<file path="config.mk">
export PLATFORM = sky130hd
export DESIGN_NAME = sound_voice_allocator
export DESIGN_NICKNAME = d
export VERILOG_FILES = /design/src/rtl/sndva_pkg.sv /design/src/rtl/sndva_dist.sv /design/src/rtl/sound_voice_allocator.sv
export SDC_FILE = /design/constraint.sdc
export NUM_CORES = 1
export LEC_CHECK = 0
export ABC_AREA = 1
export BUFFER_PORTS_ARGS = -buffer_cell sky130_fd_sc_hd__buf_2
export CORE_ASPECT_RATIO = 0.6
export CORE_UTILIZATION = 25
export CTS_CLUSTER_DIAMETER = 120
export DETAILED_ROUTE_END_ITERATION = 10
export HOLD_SLACK_MARGIN = 0.03
export RECOVER_POWER = 25
export SETUP_SLACK_MARGIN = 0.2
export SLEW_MARGIN = 10
export SYNTH_ARGS = -nofsm -noshare
export SYNTH_HDL_FRONTEND = slang
export SYNTH_SLANG_ARGS = --single-unit
</file>
<file path="constraint.sdc">
create_clock -name clk_i -period 5.5 [get_ports clk_i]
set_input_delay 0.825 -clock clk_i [delete_from_list [all_inputs] [get_ports clk_i]]
set_output_delay 0.825 -clock clk_i [all_outputs]
set_load 0.01 [all_outputs]
</file>
<file path="src/rtl/sndva_pkg.sv">
// Shared types and constants of the sound voice allocator.
// No dependencies; imported by every module of the block.
`timescale 1ns / 1ps
`default_nettype none

package sndva_pkg;

  localparam int unsigned VOICES_DEF = 8;

  localparam int unsigned DIST_W    = 34;
  localparam int unsigned ATT_SHIFT = 20;
  localparam int unsigned ATT_W     = DIST_W - ATT_SHIFT;

  localparam logic [6:0]  VOL_MAX           = 7'd127;
  localparam int unsigned LEVEL_DIV         = 255;
  localparam logic [7:0]  EFFECT_VOLUME_RST = 8'd128;

  localparam logic REG_EFFECT_VOLUME    = 1'b0;
  localparam logic REG_EFFECTS_DISABLED = 1'b1;

  typedef enum logic [1:0] {
    CMD_START = 2'd0,
    CMD_DONE  = 2'd1,
    CMD_TICK  = 2'd2,
    CMD_NOP   = 2'd3
  } cmd_e;

  typedef enum logic [2:0] {
    ST_STARTED   = 3'd0,
    ST_TOO_FAR   = 3'd1,
    ST_NO_SAMPLE = 3'd2,
    ST_DUPLICATE = 3'd3,
    ST_NO_VOICE  = 3'd4,
    ST_SOUND_OFF = 3'd5,
    ST_EVENT     = 3'd6
  } status_e;

  typedef struct packed {
    logic [7:0]  effect;
    logic [15:0] origin;
    logic [7:0]  prio;
  } voice_entry_t;

endpackage

`default_nettype wire

</file>
<file path="src/rtl/sndva_dist.sv">
// Three-stage octagonal distance pipeline producing the attenuation.
// Depends on sndva_pkg for the distance and attenuation widths.
`timescale 1ns / 1ps
`default_nettype none

module sndva_dist (
  input  logic                            clk_i,
  input  logic                            rst_ni,
  input  logic                            valid_i,
  input  logic signed [31:0]              source_x_i,
  input  logic signed [31:0]              source_y_i,
  input  logic signed [31:0]              listener_x_i,
  input  logic signed [31:0]              listener_y_i,
  output logic                            valid_o,
  output logic [sndva_pkg::ATT_W-1:0]     att_o
);
  import sndva_pkg::*;

  function automatic logic [32:0] abs_diff(input logic signed [31:0] a,
                                           input logic signed [31:0] b);
    logic signed [32:0] d;
    d = 33'(a) - 33'(b);
    return d[32] ? (~d + 33'd1) : d;
  endfunction

  logic [2:0]        vld_q;
  logic [32:0]       dx_q, dy_q;
  logic [DIST_W-1:0] sum_q;
  logic [32:0]       half_q;
  logic [DIST_W-1:0] oct_dist;

  assign oct_dist = sum_q - DIST_W'(half_q);

  always_ff @(posedge clk_i or negedge rst_ni) begin
    if (!rst_ni) begin
      vld_q <= '0;
    end else begin
      vld_q <= {vld_q[1:0], valid_i};
    end
  end

  always_ff @(posedge clk_i) begin
    dx_q   <= abs_diff(source_x_i, listener_x_i);
    dy_q   <= abs_diff(source_y_i, listener_y_i);
    sum_q  <= DIST_W'(dx_q) + DIST_W'(dy_q);
    half_q <= ((dx_q < dy_q) ? dx_q : dy_q) >> 1;
    att_o  <= oct_dist[DIST_W-1:ATT_SHIFT];
  end

  assign valid_o = vld_q[2];

endmodule

`default_nettype wire

</file>
<file path="src/rtl/sound_voice_allocator.sv">
// Sound voice allocator: distance, voice scan and stealing over a voice memory.
// Depends on sndva_pkg and instantiates sndva_dist.
//
// Usage: an item is taken at a rising edge with start high and busy low.
// cmd selects a start request, a finished voice, a mixing tick or no operation.
// Every item produces exactly one result, shown for one cycle with done_o high;
// the receiver cannot stall, so results are never held back.
// Finished-voice, tick, no-operation items and start requests while effects are
// disabled answer in the cycle after acceptance and keep busy low.
// A start request first passes through the distance pipeline, and a too-far or
// missing-sample answer follows its result. Otherwise the voice memory is scanned
// one entry per cycle behind a registered read and the chosen entry is committed:
// a started voice answers after the commit, a duplicate or no-voice answer from
// the scan itself.
// busy stays high until the result appears; items are handled one at a time.
// The APB port holds effect_volume at 0x0 and effects_disabled at 0x4; pready is
// always high. Reset sets effect_volume to 128 and marks every voice unassigned,
// idle and not at its start; memory entries of unassigned voices read as zero.
`timescale 1ns / 1ps
`default_nettype none

module sound_voice_allocator #(
  parameter int unsigned VOICES = sndva_pkg::VOICES_DEF
) (
  input  logic               clk_i,
  input  logic               rst_ni,
  input  logic               start,
  output logic               busy,
  input  logic [1:0]         cmd_i,
  input  logic [15:0]        origin_id_i,
  input  logic               from_listener_i,
  input  logic signed [31:0] source_x_i,
  input  logic signed [31:0] source_y_i,
  input  logic signed [31:0] listener_x_i,
  input  logic signed [31:0] listener_y_i,
  input  logic [7:0]         effect_id_i,
  input  logic [7:0]         effect_priority_i,
  input  logic               singular_i,
  input  logic               has_sample_i,
  input  logic [2:0]         voice_index_i,
  output logic               done_o,
  output logic [2:0]         status_o,
  output logic [2:0]         voice_o,
  output logic               cut_playing_o,
  output logic [14:0]        voice_level_o,
  output logic [6:0]         play_volume_o,
  input  logic               psel,
  input  logic               penable,
  input  logic               pwrite,
  input  logic [2:0]         paddr,
  input  logic [31:0]        pwdata,
  output logic [31:0]        prdata,
  output logic               pready
);
  import sndva_pkg::*;

  localparam int unsigned IdxW = (VOICES > 1) ? $clog2(VOICES) : 1;
  localparam int unsigned CntW = $clog2(VOICES + 1);

  typedef enum logic [1:0] {S_IDLE, S_DIST, S_SCAN, S_COMMIT} state_e;

  state_e               state_q;
  logic [7:0]           ev_q;
  logic                 dis_q;
  logic                 level_on_q;
  logic [VOICES-1:0]    asg_q, play_q, at_start_q;

  logic [15:0]          org_q;
  logic [7:0]           eff_q, pri_q;
  logic                 sing_q, sample_q, near_q;
  logic [6:0]           vol_q;
  logic [14:0]          level_q;

  logic [CntW-1:0]      scan_cnt_q;
  logic                 chk_vld_q;
  logic [IdxW-1:0]      chk_idx_q;
  logic                 steal_found_q, steal_cut_q;
  logic [IdxW-1:0]      steal_idx_q;
  logic [IdxW-1:0]      sel_idx_q;
  logic                 sel_cut_q;

  logic                 done_q, cut_q;
  status_e              status_q;
  logic [2:0]           voice_q;
  logic [14:0]          lvl_out_q;
  logic [6:0]           pvol_q;

  voice_entry_t         mem_q [VOICES];
  voice_entry_t         rd_q;

  logic                 accept, cfg_wr, dist_vld;
  logic [ATT_W-1:0]     att;
  voice_entry_t         entry;
  logic                 same_eff, hit_dup, hit_take, steal_hit, last_chk;
  logic [IdxW-1:0]      raddr, fin_idx;
  logic                 fin_ok;
  logic [15:0]          pv_sum;

  assign accept  = start && !busy;
  assign busy    = (state_q != S_IDLE);
  assign cfg_wr  = psel && penable && pwrite && pready;
  assign pready  = 1'b1;
  assign raddr   = scan_cnt_q[IdxW-1:0];
  assign fin_idx = IdxW'(voice_index_i);
  assign fin_ok  = (32'(voice_index_i) < VOICES);

  assign entry     = asg_q[chk_idx_q] ? rd_q : '0;
  assign same_eff  = asg_q[chk_idx_q] && (entry.effect == eff_q);
  assign hit_dup   = same_eff && at_start_q[chk_idx_q];
  assign hit_take  = (same_eff && sing_q) || (entry.origin == org_q) || !play_q[chk_idx_q];
  assign steal_hit = (entry.prio >= pri_q);
  assign last_chk  = (chk_idx_q == IdxW'(VOICES - 1));

  // Exact division by 255 for levels below 32640.
  assign pv_sum = 16'(level_q) + 16'd1 + 16'(level_q[14:8]);

  sndva_dist u_dist (
    .clk_i        (clk_i),
    .rst_ni       (rst_ni),
    .valid_i      (accept && (cmd_e'(cmd_i) == CMD_START) && !dis_q),
    .source_x_i   (source_x_i),
    .source_y_i   (source_y_i),
    .listener_x_i (listener_x_i),
    .listener_y_i (listener_y_i),
    .valid_o      (dist_vld),
    .att_o        (att)
  );

  always_comb begin
    unique case (paddr[2])
      REG_EFFECT_VOLUME:    prdata = 32'(ev_q);
      REG_EFFECTS_DISABLED: prdata = 32'(dis_q);
      default:              prdata = '0;
    endcase
  end

  always_ff @(posedge clk_i) begin
    if (state_q == S_COMMIT) begin
      mem_q[sel_idx_q] <= '{effect: eff_q, origin: org_q, prio: pri_q};
    end
    rd_q <= mem_q[raddr];
  end

  always_ff @(posedge clk_i or negedge rst_ni) begin
    if (!rst_ni) begin
      state_q       <= S_IDLE;
      ev_q          <= EFFECT_VOLUME_RST;
      dis_q         <= 1'b0;
      level_on_q    <= 1'b1;
      asg_q         <= '0;
      play_q        <= '0;
      at_start_q    <= '0;
      scan_cnt_q    <= '0;
      chk_vld_q     <= 1'b0;
      chk_idx_q     <= '0;
      steal_found_q <= 1'b0;
      steal_cut_q   <= 1'b0;
      steal_idx_q   <= '0;
      sel_idx_q     <= '0;
      sel_cut_q     <= 1'b0;
      done_q        <= 1'b0;
      status_q      <= ST_EVENT;
      voice_q       <= '0;
      cut_q         <= 1'b0;
      lvl_out_q     <= '0;
      pvol_q        <= '0;
    end else begin
      done_q    <= 1'b0;
      voice_q   <= '0;
      cut_q     <= 1'b0;
      lvl_out_q <= '0;
      pvol_q    <= '0;

      if (cfg_wr) begin
        unique case (paddr[2])
          REG_EFFECT_VOLUME:    ev_q  <= pwdata[7:0];
          REG_EFFECTS_DISABLED: dis_q <= pwdata[0];
          default:              ;
        endcase
      end

      unique case (state_q)
        S_IDLE: begin
          if (accept) begin
            org_q    <= origin_id_i;
            eff_q    <= effect_id_i;
            pri_q    <= effect_priority_i;
            sing_q   <= singular_i;
            sample_q <= has_sample_i;
            near_q   <= (origin_id_i == '0) || from_listener_i;
            unique case (cmd_e'(cmd_i))
              CMD_START: begin
                if (dis_q) begin
                  done_q   <= 1'b1;
                  status_q <= ST_SOUND_OFF;
                end else begin
                  state_q <= S_DIST;
                end
              end
              CMD_DONE: begin
                if (fin_ok) begin
                  play_q[fin_idx] <= 1'b0;
                end
                done_q   <= 1'b1;
                status_q <= ST_EVENT;
              end
              CMD_TICK: begin
                at_start_q <= '0;
                if (ev_q == '0) begin
                  if (level_on_q) begin
                    level_on_q <= 1'b0;
                    asg_q      <= '0;
                    play_q     <= '0;
                  end
                end else begin
                  level_on_q <= 1'b1;
                end
                done_q   <= 1'b1;
                status_q <= ST_EVENT;
              end
              CMD_NOP: begin
                done_q   <= 1'b1;
                status_q <= ST_EVENT;
              end
              default: ;
            endcase
          end
        end

        S_DIST: begin
          if (dist_vld) begin
            priority if (!near_q && (att > ATT_W'(VOL_MAX))) begin
              done_q   <= 1'b1;
              status_q <= ST_TOO_FAR;
              state_q  <= S_IDLE;
            end else if (!sample_q) begin
              done_q   <= 1'b1;
              status_q <= ST_NO_SAMPLE;
              state_q  <= S_IDLE;
            end else begin
              vol_q         <= near_q ? VOL_MAX : (VOL_MAX - att[6:0]);
              scan_cnt_q    <= '0;
              chk_vld_q     <= 1'b0;
              steal_found_q <= 1'b0;
              state_q       <= S_SCAN;
            end
          end
        end

        S_SCAN: begin
          level_q <= 15'(vol_q) * 15'(ev_q);
          if (scan_cnt_q < CntW'(VOICES)) begin
            scan_cnt_q <= scan_cnt_q + CntW'(1);
            chk_vld_q  <= 1'b1;
            chk_idx_q  <= scan_cnt_q[IdxW-1:0];
          end else begin
            chk_vld_q <= 1'b0;
          end
          if (chk_vld_q) begin
            priority if (hit_dup) begin
              done_q   <= 1'b1;
              status_q <= ST_DUPLICATE;
              state_q  <= S_IDLE;
            end else if (hit_take) begin
              sel_idx_q <= chk_idx_q;
              sel_cut_q <= play_q[chk_idx_q];
              state_q   <= S_COMMIT;
            end else begin
              if (!steal_found_q && steal_hit) begin
                steal_found_q <= 1'b1;
                steal_idx_q   <= chk_idx_q;
                steal_cut_q   <= play_q[chk_idx_q];
              end
              if (last_chk) begin
                priority if (steal_found_q) begin
                  sel_idx_q <= steal_idx_q;
                  sel_cut_q <= steal_cut_q;
                  state_q   <= S_COMMIT;
                end else if (steal_hit) begin
                  sel_idx_q <= chk_idx_q;
                  sel_cut_q <= play_q[chk_idx_q];
                  state_q   <= S_COMMIT;
                end else begin
                  done_q   <= 1'b1;
                  status_q <= ST_NO_VOICE;
                  state_q  <= S_IDLE;
                end
              end
            end
          end
        end

        S_COMMIT: begin
          asg_q[sel_idx_q]      <= 1'b1;
          play_q[sel_idx_q]     <= 1'b1;
          at_start_q[sel_idx_q] <= 1'b1;
          done_q    <= 1'b1;
          status_q  <= ST_STARTED;
          voice_q   <= 3'(sel_idx_q);
          cut_q     <= sel_cut_q;
          lvl_out_q <= level_q;
          pvol_q    <= pv_sum[14:8];
          state_q   <= S_IDLE;
        end

        default: state_q <= S_IDLE;
      endcase
    end
  end

  assign done_o        = done_q;
  assign status_o      = status_q;
  assign voice_o       = voice_q;
  assign cut_playing_o = cut_q;
  assign voice_level_o = lvl_out_q;
  assign play_volume_o = pvol_q;

endmodule

`default_nettype wire

</file>
==> results.cfg <==
[critical_path]
r2r_start = vol_q[3]
startpoint_type = flip-flop
end_kind = flip-flop
cp.arrival_ps = 5150
crit_type = flip-flop to flip-flop
startpoint = vol_q[3]
required_ps = 5900
cp-endpoint = level_q[13]
r2r_cells = 19
r2r_end = level_q[13]
reg2reg_slack_ps = 750
crit_fanout = 8

[clock_network]
cts_setup_buffers = 0
clock_path_buffers = 3
cts_tree = yes
clock_sinks = 577
cts_buffers = 55
clk_latency_ps = 670
clkTransAtPathRegs_ps = 70
root_buffer = clkbuf_16
hold_buffers = 0
cts_resized = 0
htreeDepth = 2

[min_path]
hp-class = input port to flip-flop
hold_start = effect_priority_i[6]

[run_status]
violations = DRC, capacitance limit, slew limit
status = finished with violations

[synth]
synthFlopType = edfxtp_1
ys_async_sr_fraction_pct = 14.9
synth_warnings = 0
synth-edff-count = 313
synth_cell_types = 66
syn-instance-count = 4182
synth_area_sq_um = 34000
ys_seq_area_share_pct = 44.5
avgSynthCellArea_sq_um = 8.12
synth-seq-cells = 577

[die]
die_w_um = 478
die_h_um = 288
rows = 104
initial_core_util_pct = 25.3
ioPinCount = 273
core_region_area_sq_um = 134000
die_area_sq_um = 137000

[drt]
drt-total-wl_um = 95600
routed_via_density = 4.41
drc = 10
drt_pre_antenna_iters = 8
drt-initial-drc-count = 2071
ant_nets = 0
wl_per_cell_um = 15.3
via_count = 27500

[global_routing]
grt_usage_pct = 13.6
overflow = 0
grt_pass1_vias = 25700
grt_first_pass_wirelength_um = 149000
antenna_found_initial = 6
grt_max_degree = 68

[power]
ir_drop_uv = 248
p_leak_nw = 17.9
powerDensity_nw_per_um2 = 390

[placement]
place_ws_ps = 735
post-dp-hpwl_um = 72100
io_buffers = 221
place_congestion = 0.919
place_area_sq_um = 37000

[final_layout]
drive_gt1_share_pct = 10.7
fin_nets = 4842
design_area_sq_um = 38900
area_growth_pct = 14.6
fin_util_pct = 29.0

[timing]
fmax_ghz = 0.210
finClkSkew_ps = 56.2
rsz0062_at_grt = no
worst_pin_slew_ps = 1580
setup_slack_ps = 747
hold_viol_final = 0
layout_min_cycle_time_ps = 4750
layout_worst_path_cycle_share_pct = 86.4
setup_viol = 0
setup_tns_ps = 0
slew_viol_final = 28
slew-limit-headroom_pct = -5.34

[flow_run]
drv_cap = 1
power breakdown:
part / internal, mW / total [mW] / switching, mW
sequential: 5.11 / 5.40 / 0.285
combinational: 2.00 / 5.78 / 3.78
clock: 2.25 / 4.00 / 1.76
final cells by class:
cell class | instances | area (sq um)
Multi-Input combinational cell | 2839 | 15800
Inverter | 672 | 2520
Antenna cell | 2 | 5.00
Fill cell | 14400 | 95500
Sequential cell | 577 | 15100
Clock buffer | 73 | 1550
Clock inverter | 31 | 380
Tap cell | 1802 | 2250
Timing Repair Buffer | 245 | 1260
worst max-delay path: stages (launching register included):
cell	delay (ps)
edfxtp_1	520
nand2_1	120
inv_1	60
fa_1	540
inv_1	60
fa_1	480
inv_1	60
fa_1	530
inv_1	50
fa_1	520
inv_1	40
ha_1	340
nand2_1	60
o21ai_0	280
a21boi_0	210
o21ai_0	300
a21oi_1	110
nor2_1	100
nor2_1	50
xnor2_1	110
cell usage in the layout, fill, tap and decap left out, types with 91 or more instances in the layout:
cell type and count:
o21ai_0 245, a21oi_1 234, nand3_1 179, xor2_1 91
edfxtp_1 313, nor2_1 605, nand2_1 771, buf_2 201
dfxtp_1 178, inv_1 645, ha_1 211
cell families after synthesis:
group                      after synthesis  synth area share [%]
AOI/OAI and AO/OA                      639                  10.4
xor gates and xnor gates               121                  3.16
adders and majority gates              243                  9.66
buffers and inverters                  789                  9.23
DFF                                    577                  44.5
other                                    2                0.0221
and+or+nand+nor                       1811                  23.1
cell usage after synthesis (all sizes together) (4+ instances only):
master  count  area (sq um)
dfrtp      82          2050
a21o        6          45.0
nand3b     16           124
clkbuf     64           240
fa         32           641
nand3     190          1020
o211ai      5          42.5
ha        211          2640
nor2      643          2560
o21bai     18           135
o31ai       6          50.1
edfxtp    313          9400
inv       671          2520
xor2       93           830
a21boi      8          60.1
dfxtp     178          3560
nor4       11          75.1
nor3       47           275
a221oi      5          43.8
buf        53           370
nand2     817          3210
o21ai     257          1290
a21oi     244          1260
nand4      80           519
o22ai      33           206
dfstp       4           105
xnor2      28           245
a31oi      45           282
state kept, by name, indices dropped and copies added (netlist names), 16 cells and up:
| signal | cells |
|---|---|
| mem_q | 256 |
| org_q | 16 |
| rd_q | 32 |
| u_dist.dx_q | 33 |
| u_dist.dy_q | 33 |
| u_dist.half_q | 32 |
| u_dist.sum_q | 34 |
stage by stage:
stage	hold slack (ps)	cells	total power, mW
2_1_floorplan	331	4205	9.53
3_3_place_gp	337	6135	11.2
3_5_place_dp	336	6135	11.2
4_1_cts	65.7	6239	15.3
5_1_grt	288	6239	16.3
6_report	332	6241	15.2
metal layers:
layer,track usage (%),part of all wire [%],vias to the layer above
met1,20.1,51,12700
met2,21.2,43,687
met5,0,0.0084,-
met3,1.88,5.0,99
met4,2.22,1.4,2
li1,-,-,14000
worst min-delay path by stage:
stage                                  end  slack (ps)  cells after the start
after CTS                 play_volume_o[0]          70                      1
after floorplan            u_dist.vld_q[1]         330                      0
after detailed placement   u_dist.vld_q[2]         340                      0
after global routing              pri_q[6]         290                      1
final                             pri_q[6]         330                      1
after global placement     u_dist.vld_q[2]         340                      0
Note: power is estimated with default switching activity, not from simulation.
